File: config.mk
export PLATFORM = sky130hd
export DESIGN_NAME = linear_probe_hash_insert_core
export DESIGN_NICKNAME = d
export VERILOG_FILES = /design/src/hw/rtl/lphi_pkg.sv /design/src/hw/rtl/lphi_mod_unit.sv /design/src/hw/rtl/lphi_slot_store.sv /design/src/hw/rtl/linear_probe_hash_insert_core.sv
export SDC_FILE = /design/constraint.sdc
export NUM_CORES = 2
export LEC_CHECK = 0
export BUFFER_PORTS_ARGS = -buffer_cell sky130_fd_sc_hd__buf_2
export CORE_ASPECT_RATIO = 0.6
export CORE_UTILIZATION = 55
export CTS_BUF_LIST = sky130_fd_sc_hd__clkbuf_8
export CTS_CLUSTER_DIAMETER = 30
export DETAILED_ROUTE_END_ITERATION = 8
export GPL_ROUTABILITY_DRIVEN = 1
export MAX_ROUTING_LAYER = met4
export PLACE_DENSITY = 0.71
export SKIP_LAST_GASP = 1
export SLEW_MARGIN = 0
export SYNTH_ARGS = -nofsm -noshare
export SYNTH_HDL_FRONTEND = slang
export SYNTH_SLANG_ARGS = --single-unit
File: constraint.sdc
create_clock -name i_clk -period 38.5 [get_ports i_clk]
set_input_delay 0 -clock i_clk [delete_from_list [all_inputs] [get_ports i_clk]]
set_output_delay 0 -clock i_clk [all_outputs]
set_load 0.005 [all_outputs]
File: src/hw/rtl/lphi_pkg.sv
package lphi_pkg;

    // table geometry
    localparam int TABLE_SIZE     = 1024;
    localparam int MAX_KEY_LENGTH = 64;
    localparam int BYTE_OFFSET    = 65;

    localparam int ADDR_W = $clog2(TABLE_SIZE);
    localparam int SIZE_W = $clog2(TABLE_SIZE + 1);
    localparam int LEN_W  = $clog2(MAX_KEY_LENGTH + 2);
    localparam int SUM_W  = $clog2(MAX_KEY_LENGTH * (255 + BYTE_OFFSET) + 1);
    localparam int HANDLE_W  = 16;
    localparam int DIV_CNT_W = $clog2(SUM_W + 1);

    // result status codes
    localparam logic [1:0] ST_INSERTED = 2'd0;
    localparam logic [1:0] ST_FULL     = 2'd1;
    localparam logic [1:0] ST_TOO_LONG = 2'd2;

    // controller states
    typedef enum logic [2:0] {
        S_CLEAR,
        S_IDLE,
        S_DIV,
        S_READ,
        S_CHECK
    } t_state;

    // request to the remainder unit
    typedef struct packed {
        logic              start;
        logic [SUM_W-1:0]  dividend;
        logic [SIZE_W-1:0] divisor;
    } t_mod_req;

    // access to the slot store
    typedef struct packed {
        logic                we;
        logic [ADDR_W-1:0]   waddr;
        logic                wocc;
        logic [HANDLE_W-1:0] whandle;
        logic [ADDR_W-1:0]   raddr;
    } t_slot_req;

endpackage

File: src/hw/rtl/lphi_mod_unit.sv
module lphi_mod_unit
    import lphi_pkg::*;
(
    input  logic              i_clk,
    input  logic              i_rst_n,
    input  t_mod_req          i_req,
    output logic              o_done,
    output logic [SIZE_W-1:0] o_rem
);

    logic                 r_busy, n_busy;
    logic                 r_done, n_done;
    logic [DIV_CNT_W-1:0] r_cnt, n_cnt;
    logic [SUM_W-1:0]     r_dvd, n_dvd;
    logic [SIZE_W-1:0]    r_dvs, n_dvs;
    logic [SIZE_W-1:0]    r_rem, n_rem;
    logic [SIZE_W:0]      w_trial;

    // one quotient bit per cycle, only the remainder is kept
    assign w_trial = {r_rem, r_dvd[SUM_W-1]};

    always_comb begin
        n_busy = r_busy;
        n_done = 1'b0;
        n_cnt  = r_cnt;
        n_dvd  = r_dvd;
        n_dvs  = r_dvs;
        n_rem  = r_rem;
        if (i_req.start) begin
            n_busy = 1'b1;
            n_cnt  = DIV_CNT_W'(SUM_W - 1);
            n_dvd  = i_req.dividend;
            n_dvs  = i_req.divisor;
            n_rem  = '0;
        end else if (r_busy) begin
            n_dvd = {r_dvd[SUM_W-2:0], 1'b0};
            if (w_trial >= {1'b0, r_dvs}) begin
                n_rem = SIZE_W'(w_trial - {1'b0, r_dvs});
            end else begin
                n_rem = w_trial[SIZE_W-1:0];
            end
            n_cnt = r_cnt - 1'b1;
            if (r_cnt == '0) begin
                n_busy = 1'b0;
                n_done = 1'b1;
            end
        end
    end

    always_ff @(posedge i_clk) begin
        if (!i_rst_n) begin
            r_busy <= 1'b0;
            r_done <= 1'b0;
        end else begin
            r_busy <= n_busy;
            r_done <= n_done;
        end
        r_cnt <= n_cnt;
        r_dvd <= n_dvd;
        r_dvs <= n_dvs;
        r_rem <= n_rem;
    end

    assign o_done = r_done;
    assign o_rem  = r_rem;

endmodule

File: src/hw/rtl/lphi_slot_store.sv
module lphi_slot_store
    import lphi_pkg::*;
(
    input  logic      i_clk,
    input  t_slot_req i_req,
    output logic      o_rd_occ
);

    logic                r_occ [TABLE_SIZE];
    logic [HANDLE_W-1:0] r_handle [TABLE_SIZE];
    logic                r_rd_occ;

    // occupancy flags, one write and one registered read per cycle
    always_ff @(posedge i_clk) begin
        if (i_req.we) begin
            r_occ[i_req.waddr] <= i_req.wocc;
        end
        r_rd_occ <= r_occ[i_req.raddr];
    end

    // handle store, filled on insert
    always_ff @(posedge i_clk) begin
        if (i_req.we && i_req.wocc) begin
            r_handle[i_req.waddr] <= i_req.whandle;
        end
    end

    assign o_rd_occ = r_rd_occ;

endmodule

File: src/hw/rtl/linear_probe_hash_insert_core.sv
// Hash insert with linear probing. Key bytes enter on start while busy is low, one per
// cycle; the byte with i_key_last set triggers the insert and raises busy until the
// result is out. The result appears on o_valid for exactly one cycle and cannot be
// held off. An insert is launched, runs through the bit-serial remainder unit, then
// makes one read of the occupancy memory and one check per probed slot. A key
// that is too long gives its result the cycle after its last byte without raising busy.
// After reset the block clears the occupancy memory with busy high; configuration
// writes are taken during that time.
module linear_probe_hash_insert_core
    import lphi_pkg::*;
(
    input  logic                i_clk,
    input  logic                i_rst_n,
    input  logic                start,
    output logic                busy,
    input  logic [7:0]          i_key_byte,
    input  logic                i_key_last,
    input  logic [15:0]         i_key_handle,
    input  logic                i_cfg_we,
    input  logic [10:0]         i_cfg_wdata,
    output logic                o_valid,
    output logic [1:0]          o_status,
    output logic [9:0]          o_bucket,
    output logic [10:0]         o_collisions,
    output logic [10:0]         o_max_collisions_seen
);

    t_state              r_state, n_state;
    logic [SIZE_W-1:0]   r_size;
    logic [SUM_W-1:0]    r_sum, n_sum;
    logic [LEN_W-1:0]    r_len, n_len;
    logic [SIZE_W-1:0]   r_max, n_max;
    logic [ADDR_W-1:0]   r_clr_addr, n_clr_addr;
    logic [ADDR_W-1:0]   r_pos, n_pos;
    logic [SIZE_W-1:0]   r_probes, n_probes;
    logic [HANDLE_W-1:0] r_handle, n_handle;
    logic                r_out_valid, n_out_valid;
    logic [1:0]          r_status, n_status;
    logic [ADDR_W-1:0]   r_bucket, n_bucket;
    logic [SIZE_W-1:0]   r_coll, n_coll;

    logic [SIZE_W-1:0]   w_n;
    logic                w_len_full;
    logic [SUM_W-1:0]    w_acc_sum;
    logic                w_accept;
    logic                w_launch;
    logic [SIZE_W-1:0]   w_pos_inc;
    logic [SIZE_W-1:0]   w_probes_inc;
    logic                w_mod_done;
    logic [SIZE_W-1:0]   w_rem;
    logic                w_rd_occ;
    t_mod_req            w_mod_req;
    t_slot_req           w_slot_req;

    // table size in use, clamped to a legal range
    always_comb begin
        if (r_size == '0) begin
            w_n = SIZE_W'(1);
        end else if (r_size > SIZE_W'(TABLE_SIZE)) begin
            w_n = SIZE_W'(TABLE_SIZE);
        end else begin
            w_n = r_size;
        end
    end

    assign w_accept     = start && !busy;
    assign w_len_full   = (r_len >= LEN_W'(MAX_KEY_LENGTH));
    assign w_acc_sum    = r_sum + SUM_W'(i_key_byte) + SUM_W'(BYTE_OFFSET);
    assign w_launch     = w_accept && i_key_last && !w_len_full;
    assign w_pos_inc    = SIZE_W'(r_pos) + 1'b1;
    assign w_probes_inc = r_probes + 1'b1;

    // configuration register
    always_ff @(posedge i_clk) begin
        if (!i_rst_n) begin
            r_size <= SIZE_W'(TABLE_SIZE);
        end else if (i_cfg_we) begin
            r_size <= i_cfg_wdata;
        end
    end

    // next state
    always_comb begin
        n_state = r_state;
        case (r_state)
            S_CLEAR: begin
                if (r_clr_addr == ADDR_W'(TABLE_SIZE - 1)) begin
                    n_state = S_IDLE;
                end
            end
            S_IDLE: begin
                if (w_launch) begin
                    n_state = S_DIV;
                end
            end
            S_DIV: begin
                if (w_mod_done) begin
                    n_state = S_READ;
                end
            end
            S_READ: begin
                n_state = S_CHECK;
            end
            S_CHECK: begin
                if (!w_rd_occ || (w_probes_inc == w_n)) begin
                    n_state = S_IDLE;
                end else begin
                    n_state = S_READ;
                end
            end
            default: begin
                n_state = S_CLEAR;
            end
        endcase
    end

    // outputs towards the remainder unit and the slot store
    always_comb begin
        busy                = (r_state != S_IDLE);
        w_mod_req.start     = w_launch;
        w_mod_req.dividend  = w_acc_sum;
        w_mod_req.divisor   = w_n;
        w_slot_req.we       = 1'b0;
        w_slot_req.waddr    = r_pos;
        w_slot_req.wocc     = 1'b0;
        w_slot_req.whandle  = r_handle;
        w_slot_req.raddr    = r_pos;
        case (r_state)
            S_CLEAR: begin
                w_slot_req.we    = 1'b1;
                w_slot_req.waddr = r_clr_addr;
            end
            S_CHECK: begin
                if (!w_rd_occ) begin
                    w_slot_req.we   = 1'b1;
                    w_slot_req.wocc = 1'b1;
                end
            end
            default: begin
                w_slot_req.we = 1'b0;
            end
        endcase
    end

    // datapath: key accumulation, probe walk and result
    always_comb begin
        n_sum       = r_sum;
        n_len       = r_len;
        n_max       = r_max;
        n_clr_addr  = r_clr_addr;
        n_pos       = r_pos;
        n_probes    = r_probes;
        n_handle    = r_handle;
        n_out_valid = 1'b0;
        n_status    = r_status;
        n_bucket    = r_bucket;
        n_coll      = r_coll;
        case (r_state)
            S_CLEAR: begin
                n_clr_addr = r_clr_addr + 1'b1;
            end
            S_IDLE: begin
                if (w_accept) begin
                    if (!w_len_full) begin
                        n_sum = w_acc_sum;
                        n_len = r_len + 1'b1;
                    end else begin
                        n_len = LEN_W'(MAX_KEY_LENGTH + 1);
                    end
                    if (i_key_last) begin
                        n_sum    = '0;
                        n_len    = '0;
                        n_handle = i_key_handle;
                        if (w_len_full) begin
                            n_out_valid = 1'b1;
                            n_status    = ST_TOO_LONG;
                            n_bucket    = '0;
                            n_coll      = '0;
                        end
                    end
                end
            end
            S_DIV: begin
                if (w_mod_done) begin
                    n_pos    = w_rem[ADDR_W-1:0];
                    n_probes = '0;
                end
            end
            S_CHECK: begin
                if (!w_rd_occ) begin
                    n_out_valid = 1'b1;
                    n_status    = ST_INSERTED;
                    n_bucket    = r_pos;
                    n_coll      = r_probes;
                    if (r_probes > r_max) begin
                        n_max = r_probes;
                    end
                end else if (w_probes_inc == w_n) begin
                    n_out_valid = 1'b1;
                    n_status    = ST_FULL;
                    n_bucket    = '0;
                    n_coll      = '0;
                    if (w_probes_inc > r_max) begin
                        n_max = w_probes_inc;
                    end
                end else begin
                    n_probes = w_probes_inc;
                    n_pos    = (w_pos_inc >= w_n) ? '0 : w_pos_inc[ADDR_W-1:0];
                end
            end
            default: begin
                n_out_valid = 1'b0;
            end
        endcase
    end

    // registers
    always_ff @(posedge i_clk) begin
        if (!i_rst_n) begin
            r_state     <= S_CLEAR;
            r_sum       <= '0;
            r_len       <= '0;
            r_max       <= '0;
            r_clr_addr  <= '0;
            r_out_valid <= 1'b0;
        end else begin
            r_state     <= n_state;
            r_sum       <= n_sum;
            r_len       <= n_len;
            r_max       <= n_max;
            r_clr_addr  <= n_clr_addr;
            r_out_valid <= n_out_valid;
        end
        r_pos    <= n_pos;
        r_probes <= n_probes;
        r_handle <= n_handle;
        r_status <= n_status;
        r_bucket <= n_bucket;
        r_coll   <= n_coll;
    end

    // remainder unit for the home bucket
    lphi_mod_unit u_mod (
        .i_clk   (i_clk),
        .i_rst_n (i_rst_n),
        .i_req   (w_mod_req),
        .o_done  (w_mod_done),
        .o_rem   (w_rem)
    );

    // occupancy and handle memories
    lphi_slot_store u_store (
        .i_clk    (i_clk),
        .i_req    (w_slot_req),
        .o_rd_occ (w_rd_occ)
    );

    assign o_valid               = r_out_valid;
    assign o_status              = r_status;
    assign o_bucket              = r_bucket;
    assign o_collisions          = r_coll;
    assign o_max_collisions_seen = r_max;

    // occupancy data is only checked the cycle after its read
    a_check_after_read: assert property (@(posedge i_clk) disable iff (!i_rst_n)
        (r_state == S_CHECK) |-> ($past(r_state) == S_READ))
        else $error("probe check without a preceding read");

    // the remainder unit only finishes while the controller waits for it
    a_mod_done_in_div: assert property (@(posedge i_clk) disable iff (!i_rst_n)
        w_mod_done |-> (r_state == S_DIV))
        else $error("remainder finished outside the divide wait");

    // the running maximum never trails a reported collision count
    a_max_covers_coll: assert property (@(posedge i_clk) disable iff (!i_rst_n)
        o_valid |-> (o_collisions <= o_max_collisions_seen))
        else $error("collision count above running maximum");

    // no result leaves an unsuccessful item with a bucket or collisions
    a_fail_zeroed: assert property (@(posedge i_clk) disable iff (!i_rst_n)
        (o_valid && (o_status != ST_INSERTED)) |-> ((o_bucket == '0) && (o_collisions == '0)))
        else $error("failed item carries bucket or collisions");

    // the probe walk never leaves the table in use
    a_pos_in_range: assert property (@(posedge i_clk) disable iff (!i_rst_n)
        (r_state == S_CHECK) |-> (SIZE_W'(r_pos) < w_n))
        else $error("probe position beyond table size in use");

endmodule
==> results.ini <==
[clock_network]
cts_buffers=170
cts_buffer_depth=3
cts-root-buf=clkbuf_8
cts_max_level=4
cts_num_sinks=1170
clk_pin_slew_ps=70
clk_latency_ps=890
cts_setup_buffers=0
cts_tree=built

[floorplan]
num_rows=87
io_pins=76
die_area_um2=97700
die_x_um=403
die_h_um=242
core_region_area_um2=94700
initial_core_util=0.560

[logic_synthesis]
synthXorXnorAreaFrac=0.0107
synth_top_cell_by_area=edfxtp_1
yosysWarnings=0
synth_compound_area_frac=0.0459
syn_area_um2=53000
synth_fa_ha_area_frac=0.0163
synth_top_family_by_area=simple AND/OR/NAND/NOR gates
synth_edf_count=1094
ys.flop_type=edfxtp_1
synth_fp_nets=4156
synth_area_leaders=edfxtp_1 62%, mux4_2 9.3%, nor2_1 8.2%
synthMuxAreaShare=0.119
synth-simple-area-share=0.122
syn_inst=4049
ys_ff_latch=1170
ys_seq_area_frac=0.648
avgSynthCellArea_um2=13.1
netlist.area_leader.share=0.620
async_flop_share=0
ys_types=80

[detailed_routing]
vias=34676
avgRoutedWirePerCell_um=27.0
firstDrtPassIters=6
drt_iter0_drc=5458
drcViolationCount=0
vias_per_cell=6.36
antenna_left=0
wirelength_um=147000

[critical_path]
start_kind=flop
cp_max_fo=100
reg2reg_slack_ps=32850
worstReg2RegStart=r_pos[0]
worstPathArrival_ps=6420
cp-startpoint=r_pos[0]
critPathKind=reg2reg
reg2regPathDepth=10
crit_end=u_store.o_rd_occ
end_kind=flop
r2r-end=u_store.o_rd_occ
cp.required_ps=39270

[timing]
fin_crit_ps=5650
skew_ps=34.7
hold_violations=0
finalSetupTns_ps=0
slew_headroom=0.0262
fin_crit_sh=0.147
max_freq_mhz=177
worst_slew_pin_slew_ps=1460
finalSetupViolations=0
rsz0062_at_grt=no
setup_ws_ps=32850
slew_viol_final=0

[power_and_ir_drop]
sw_frac_of_total=0.223
vdd_ir_drop_max_mv=0.0380
leakagePower_nw=20.4
p_per_area_nw_per_um2=41.5
pwr-share-seq=0.576
power_frac_clock=0.400
switchingPower_w=0.000535
comb_power_share=0.024
p_int_w=0.00186

[placed_design]
port_buffers=59
dp.final_hpwl_um=79300
gp_congestion=0.895
place_ws_ps=33030
placed_area_um2=54000

[layout]
final_core_util=0.609
layout.nets=4174
final.fill_count=7358
post-route-cell-area_um2=57700
drive_gt1_frac=0.149
syn_to_final_growth_pct=8.84

[grt]
grt.total_usage=0.311
first_global_vias=32377
antenna_found_initial=7
grt_max_degree=283
overflow=0
grt_pass1_wl_um=214000

[run]
drv_cap=0

[run_status]
status=finished clean

[worst_hold_path]
min_path_type=in2reg

## worst max-delay path, cell delays in order, from the launching register on
cell and delay (ps):
edfxtp_1 400, buf_4 680, buf_4 700, buf_12 540, mux4_2 610, mux4_2 530
and2_1 190, a211oi_1 1020, nor3_1 100, nor4_1 350, a211oi_1 90
## cell type report
| cell class | instances | area (um2) | share of cell area |
|---|---|---|---|
| Inverter | 94 | 353 | 0.00611 |
| Tap cell | 1246 | 1560 | 0.0270 |
| Sequential cell | 1170 | 34400 | 0.596 |
| Multi-Input combinational cell | 2446 | 16800 | 0.291 |
| Antenna cell | 11 | 27.5 | 0.000477 |
| Timing Repair Buffer | 185 | 1440 | 0.0250 |
| Clock buffer | 177 | 2440 | 0.0422 |
| Clock inverter | 123 | 701 | 0.0121 |
## cells in the mapped netlist (all sizes together) (10+ instances only)
| cell type | n |
|---|---|
| o21ai | 75 |
| mux4 | 218 |
| o22ai | 24 |
| nand2b | 13 |
| o221ai | 37 |
| and3 | 13 |
| mux2i | 140 |
| a21oi | 72 |
| a211oi | 10 |
| a31oi | 11 |
| nand3 | 40 |
| clkbuf | 229 |
| a22oi | 38 |
| o21a | 12 |
| nand4 | 20 |
| nor2 | 1156 |
| and2 | 19 |
| edfxtp | 1094 |
| nor2b | 18 |
| xnor2 | 43 |
| xor2 | 19 |
| inv | 90 |
| nor3 | 53 |
| buf | 110 |
| dfxtp | 76 |
| nand2 | 231 |
| ha | 65 |
## layer usage
| layer | GRT usage | part of all wire | vias up |
|---|---|---|---|
| met3 | 0.105 | 0.15 | 242 |
| met2 | 0.413 | 0.42 | 2194 |
| met4 | 0.0968 | 0.024 | 0 |
| met1 | 0.450 | 0.41 | 17480 |
| li1 | - | - | 14760 |
| met5 | - | 0 | - |
## metrics by stage
step           std cells  hold WS [ps]  power (W)
3_3_place_gp        5090           239    0.00146
3_5_place_dp        5090           244    0.00146
6_report            5452          84.9    0.00240
5_1_grt             5450           144    0.00247
2_1_floorplan       4049           130    0.00144
4_1_cts             5441          34.6    0.00240
## power groups by stage
stage | registers, W | logic, W | clock network, W
global placement | 0.00141 | 0.0000512 | 0
floorplan | 0.00140 | 0.0000348 | 0
global route | 0.00138 | 0.0000633 | 0.00102
finish | 0.00138 | 0.0000583 | 0.000959
detailed placement | 0.00141 | 0.0000521 | 0
CTS | 0.00138 | 0.0000567 | 0.000964
## state kept, by name, summed over array words and instances (netlist names), 11 cells and up
signal / count
u_store.r_occ: 1024
u_mod.o_rem: 11
r_probes: 11
u_mod.r_dvs: 11
r_sum: 15
r_size: 11
o_collisions: 11
u_mod.r_dvd: 15
o_max_collisions_seen: 11
## cell usage in the layout (no fill, tap or decap), types with 40 or more instances in the layout
master         instances
clkinv_1              40
clkbuf_8             177
o21ai_0               72
nand2_1              197
buf_4                 69
dfxtp_1               76
mux2i_1              140
nor2_1              1153
mux4_2               218
ha_1                  65
inv_1                140
buf_2                 59
a21oi_1               70
dlygate4sd3_1         51
edfxtp_1            1094
nor3_1                50
xnor2_1               43
## worst min path at each step
stage	from	end	slack [ps]	cells past startpoint
2_1_floorplan	i_cfg_wdata[10]	r_size[10]	130	2
3_3_place_gp	i_cfg_wdata[0]	r_size[0]	240	3
3_5_place_dp	i_cfg_wdata[10]	r_size[10]	240	3
4_1_cts	i_key_byte[6]	u_mod.r_dvd[6]	30	8
5_1_grt	i_cfg_we	r_size[10]	140	3
6_report	i_key_byte[6]	r_sum[6]	80	8
## cells by family (layout without fill, tap and decap cells)
| family | Yosys count | count (layout) |
|---|---|---|
| muxes | 359 | 359 |
| buffers and inverters | 433 | 579 |
| AOI/OAI and AO/OA | 361 | 361 |
| DFF | 1170 | 1170 |
| adders and majority gates | 68 | 68 |
| and+or+nand+nor | 1595 | 1595 |
| other | 0 | 11 |
| xor gates and xnor gates | 63 | 63 |
## repair_timing
item	4_1_cts	5_1_grt
endpoints found under the hold margin	100	0
hold buffers	51	0
gates resized for setup	0	0
No activity file was read; power rests on OpenSTA's default activity.
